<file path="config.mk">
export PLATFORM = sky130hd
export DESIGN_NAME = sptbl_cell
export DESIGN_NICKNAME = d
export VERILOG_FILES = /design/src/design/sptbl_pkg.sv /design/src/design/sptbl_cell.sv
export SDC_FILE = /design/constraint.sdc
export NUM_CORES = 1
export LEC_CHECK = 0
export BUFFER_PORTS_ARGS = -buffer_cell sky130_fd_sc_hd__buf_2
export CORE_MARGIN = 5
export CORE_UTILIZATION = 44
export DETAILED_ROUTE_END_ITERATION = 8
export GPL_ROUTABILITY_DRIVEN = 0
export GPL_TIMING_DRIVEN = 0
export PLACE_DENSITY_LB_ADDON = 0.3
export SKIP_CTS_REPAIR_TIMING = 1
export SLEW_MARGIN = 20
export SYNTH_ARGS = -nofsm -noshare
export SYNTH_HDL_FRONTEND = slang
export SYNTH_SLANG_ARGS = --single-unit
</file>
<file path="constraint.sdc">
create_clock -name clk -period 9.5 [get_ports clk]
set_clock_uncertainty 0.15 [all_clocks]
set_input_delay 0.95 -clock clk [delete_from_list [all_inputs] [get_ports clk]]
set_output_delay 0.95 -clock clk [all_outputs]
set_load 0.02 [all_outputs]
</file>
<file path="src/design/sptbl_pkg.sv">
// ----------------------------------------------------------------------------
// sptbl_pkg: shared types and codes for the sorted process table
// Record layout, operation codes and the control bundle sent to every cell.
// ----------------------------------------------------------------------------
package sptbl_pkg;

	// field widths of one record
	localparam int PID_W    = 16;
	localparam int BURST_W  = 16;
	localparam int STATUS_W = 3;
	localparam int OP_W     = 2;
	localparam int ECNT_W   = 7;

	// operation codes
	localparam logic [OP_W-1:0] OP_INSERT = 2'd0;
	localparam logic [OP_W-1:0] OP_FIND   = 2'd1;
	localparam logic [OP_W-1:0] OP_REMOVE = 2'd2;

	typedef struct packed {
		logic [PID_W-1:0]    pid;
		logic [BURST_W-1:0]  burst;
		logic [STATUS_W-1:0] status;
	} record_t;

	// broadcast to all cells during the execute cycle
	typedef struct packed {
		logic             insert_en;  // open a slot and drop the new record in
		logic             remove_en;  // close the slot of the first match
		logic [PID_W-1:0] key;
		record_t          new_rec;
	} cell_ctrl_t;

endpackage

</file>
<file path="src/design/sptbl_cell.sv">
// ----------------------------------------------------------------------------
// sptbl_cell: one slot of the sorted process table
// Holds one record, compares its pid with the broadcast key and shifts
// toward its neighbors on insert or remove.
// ----------------------------------------------------------------------------
module sptbl_cell #(
	parameter int IDX   = 0,
	parameter int CNT_W = 7
) (
	input  logic                 clk,
	input  sptbl_pkg::cell_ctrl_t ctrl,
	input  logic [CNT_W-1:0]     count,
	input  sptbl_pkg::record_t   left_rec,
	input  sptbl_pkg::record_t   right_rec,
	input  logic                 left_lt,
	input  logic                 left_eq,
	output sptbl_pkg::record_t   rec,
	output logic                 lt,
	output logic                 eq,
	output logic                 first
);
	import sptbl_pkg::*;

	record_t rec_q;
	logic    occ;

	// slot holds a live record when it lies below the fill count
	assign occ   = CNT_W'(IDX) < count;
	assign lt    = occ && (rec_q.pid < ctrl.key);
	assign eq    = occ && (rec_q.pid == ctrl.key);
	// equal pids sit together, so the first match is where the run starts
	assign first = eq && !left_eq;
	assign rec   = rec_q;

	// insert: slots at or past the position take from the left, the position
	// itself takes the new record; remove: slots from the match on take from
	// the right
	always_ff @(posedge clk) begin
		if (ctrl.insert_en && !lt) begin
			rec_q <= left_lt ? ctrl.new_rec : left_rec;
		end else if (ctrl.remove_en && !lt) begin
			rec_q <= right_rec;
		end
	end

endmodule

</file>
Yosys cells after proc, flatten, opt, wreduce, memory -nomap -nowiden
Cells that the tools add are included.
Word-level totals
  word-level logic and storage cells: 17
  output and inout bits: 38
  bits in registers: 35
  input bits: 133
Cells by class
  equal/unequal tests: 1
  reductions and logical operators: 8
  multiplexer cells: 3
  order comparisons: 2
Operator list (number)
  $mux W35: 3
  $eq A16 B16 Y1: 1
  $lt A16 B16 Y1: 1
  $lt A1 B7 Y1 const A: 1
  $logic_and A1 B1 Y1: 5
  $logic_not A1 Y1: 2
  $reduce_bool A2 Y1: 1

Longest topological paths before layout
  word-level depth: 6
  mapped depth: 8
  mapped depth without buffers: 7

Least setup slack after synthesis
Ideal clock, no wire load.
  kind: in2reg
  start point: input ctrl[50] in the netlist's numbering
  end point: register rec_q, in the netlist rec[0], enable pin
  setup time: 0.428 ns
  setup slack: 5.221 ns
  stages: 7
  data required time: 8.922 ns
  arrival time: 3.701 ns
  path buffers: 0
  cells stage by stage: inv_1 > ha_1 > nand4_1 > nor4_1 > o21ai_0 > and4_1 > nor2_1
On the way
  longest elaborated chain between the ends: 5
  elaborated cells between the ends (all ways): 6
  classes of those cells: 1 x order compare; 5 x reduce/logical
Ends and longest elaborated chain
  start, declared: RTL line sptbl_cell.sv:11  | input sptbl_pkg::cell_ctrl_t ctrl,
  $lt A16 B16 Y1 (*): RTL line sptbl_cell.sv:29  | assign lt = occ && (rec_q.pid < ctrl.key);
  $logic_and A1 B1 Y1 (*): RTL line sptbl_cell.sv:29
  named net lt: RTL line sptbl_cell.sv:18  | output logic lt,
  $logic_not A1 Y1 (*): RTL line sptbl_cell.sv:39, sptbl_cell.sv:41
  $logic_and A1 B1 Y1 (on tied branches): RTL line sptbl_cell.sv:39, sptbl_cell.sv:41
  $reduce_bool A2 Y1 (no source line) (*)
  end signal, assigned: RTL line sptbl_cell.sv:40  | rec_q <= left_lt ? ctrl.new_rec : left_rec;
  end signal, assigned: RTL line sptbl_cell.sv:42  | rec_q <= right_rec;
  end, declared: RTL line sptbl_cell.sv:24  | record_t rec_q;
Mark *: on every way through the listed nets, which the timed path passes. The rest lies on a longest branch.
A chain may end at the register's enable or synchronous reset.

Final worst setup path
  start point: input ctrl[50] in the netlist's numbering
  end point: output lt
On the way
  longest elaborated chain between the ends: 2
Ends and longest elaborated chain (RTL line)
  $lt A16 B16 Y1: sptbl_cell.sv:29
  $logic_and A1 B1 Y1: sptbl_cell.sv:29
  end, declared: sptbl_cell.sv:18
Every way passes these cells.

==> reports/qor.csv <==
metric,value,unit
clk_latency,0.28,ns
cts_buffers,5,
clock_sinks,35,
areaGrowthSynthToFinish,44.6,%
drive_above_1_share,71.3,%
antenna_found_initial,0,
die_x,83.2,microns
synthDistinctLibCells,24,
via_per_inst,4.83,
r2r_cells,7,
seq_area_frac_synth,44.5,%
cpPeakStageDelay,0.39,ns
tns,0,ns
dp.final_hpwl,5590,microns
synth_top_cell_area_share,44.5,%
whs_path_depth,2,
finalHoldViolations,0,
cp_data_arrival_time,2.60,ns
setup_viol,0,
grt_use_total,18.6,%
hold_start,right_rec[20],
ys_ff_latch,35,
status,completed,
grt_max_degree,20,
yosysWarnings,0,
first_iter_violations,68,
reg2reg_to,rec[11],
rsz0062_at_grt,no,
yosys.area.top_type,edfxtp_1,
syn_inst,177,
cp.required,8.40,ns
synth-edff-count,35,
drtAntennaViolNets,0,
synthArstFlopShare,0,%
startpoint_type,input port,
leakage,1.62,nW
drt_pre_antenna_iters,4,
synthTopCellsByArea,"edfxtp_1 (45%), mux2_2 (33%), ha_1 (8.5%)",
crit_path_frequent_cell,buf_2,
pwr_density_cell,141,nW/um^2
finalMaxSlewViolations,0,
setup.worst_path.end_class,primary output,
grt_pass1_wl,10600,microns
hold_path_end,rec[20],
worst_pin_slew,0.557,ns
crit_fanout,3,
final_cell_mix,"buf_2 (169), mux2_2 (69), edfxtp_1 (35)",
worstPathCellList,buf_2 -> inv_1 -> ha_1 -> nand4_1 -> nor4_1 -> o21ai_0 -> and4_1 -> buf_2,
crit_type,in2out,
io_buffers,169,
cap_violations,0,
min_period_over_period,38.9,%
r2r_setup_slack,6.54,ns
syn_avg_cell_area,13.3,sq um
die_h,83.2,microns
irDropWorstVdd,0.0000832,V
met2_usage,33.7,%
netlist_area,2360,sq um
r2r-start,rec[30],
period_needed,3.70,ns
cp_slowest_cell,nor4_1,
nNetsFinal,503,
slew_headroom,62.9,%
max_freq,270,MHz
min_path_type,in2reg,
rows,26,
grt_remaining_overflow,0,
final_common_cell,buf_2,
ioPinCount,171,
clock_path_buffers,2,
met3_usage,6.04,%
syn_nets,326,
dieArea,6930,sq um
grt_pass1_vias,2219,
hold_ws,0.812,ns
ys.flop_type,edfxtp_1,
h-tree-depth,2,
root_buffer,clkbuf_8,
cts_tree,built,
clk_pin_slew,0.07,ns
antenna_cells,0,
met1_usage,20.6,%
drc,0,
coreArea,5170,sq um
initial_core_util,45.6,%
largest_reg_flops,35,
grt_most_used_layer,met2,
vias,2054,
routedWlPerCell,15.2,microns
wirelength,6440,microns
[metal layers]
| metal | vias up | routed length (microns) |
|---|---|---|
| li1 | 1017 | - |
| met1 | 942 | 2370 |
| met2 | 86 | 3410 |
| met3 | 9 | 574 |
| met4 | 0 | 91 |
| met5 | - | 0 |
[synthesized netlist by cell type (2+ instances only)]
cell      number
buf_6          3
mux2_2        69
nor2b_1        2
nand2_1        4
edfxtp_1      35
a21oi_1        4
nor2_1         4
o21ai_0        4
inv_1         17
nand4_1        3
ha_1          16
clkbuf_1       4
[report_power, final]
| group | switching [mW] | internal, mW | leakage (nW) |
|---|---|---|---|
| Clock | 0.0528 | 0.0501 | 0.0477 |
| Combinational | 0.0860 | 0.0819 | 1.25 |
| Sequential | 0.00823 | 0.200 | 0.331 |
[worst max path at each step]
stage,from,endpoint,slack (ns),depth (start not counted)
floorplan,ctrl[50],rec[0],5.22,7
global placement,ctrl[50],rec[15],4.35,8
detailed placement,ctrl[50],lt,5.79,8
CTS,ctrl[50],lt,5.79,8
global route,ctrl[50],lt,5.55,8
finish,ctrl[50],lt,5.80,8
[worst max-delay path: cells and delay by family]
family / cells / cell delay (ns)
adders and majority gates: 1 / 0.29
and+or+nand+nor: 3 / 0.82
buffers and inverters: 3 / 0.28
AOI/OAI and AO/OA: 1 / 0.25
[per-stage QoR]
stage | instance area [sq um] | total power, mW | std cells | setup WS, ns | utilization, %
final | 3410 | 0.479 | 425 | 5.80 | 66.0
after global routing | 3410 | 0.509 | 425 | 5.55 | 66.0
after CTS | 3410 | 0.485 | 425 | 5.79 | 66.0
after detailed placement | 3330 | 0.382 | 417 | 5.79 | 64.3
after global placement | 3290 | 0.373 | 416 | 4.35 | 63.7
after floorplan | 2360 | 0.313 | 177 | 5.22 | -
[layout make-up]
type                            count  area [sq um]
Timing Repair Buffer              170           873
Fill cell                         440          1760
Clock inverter                      3          15.0
Tap cell                           70          87.6
Sequential cell                    35          1050
Buffer                              7          48.8
Multi-Input combinational cell    118          1200
Inverter                           17          63.8
Clock buffer                        5          68.8
[cell families after synthesis]
| family | synth area share, % |
|---|---|
| AOI/OAI and AO/OA | 3.92 |
| adders and majority gates | 8.48 |
| DFF | 44.5 |
| buffers and inverters | 4.77 |
| muxes | 33.4 |
| and+or+nand+nor | 4.88 |
Power figures use the tool's default switching activity.
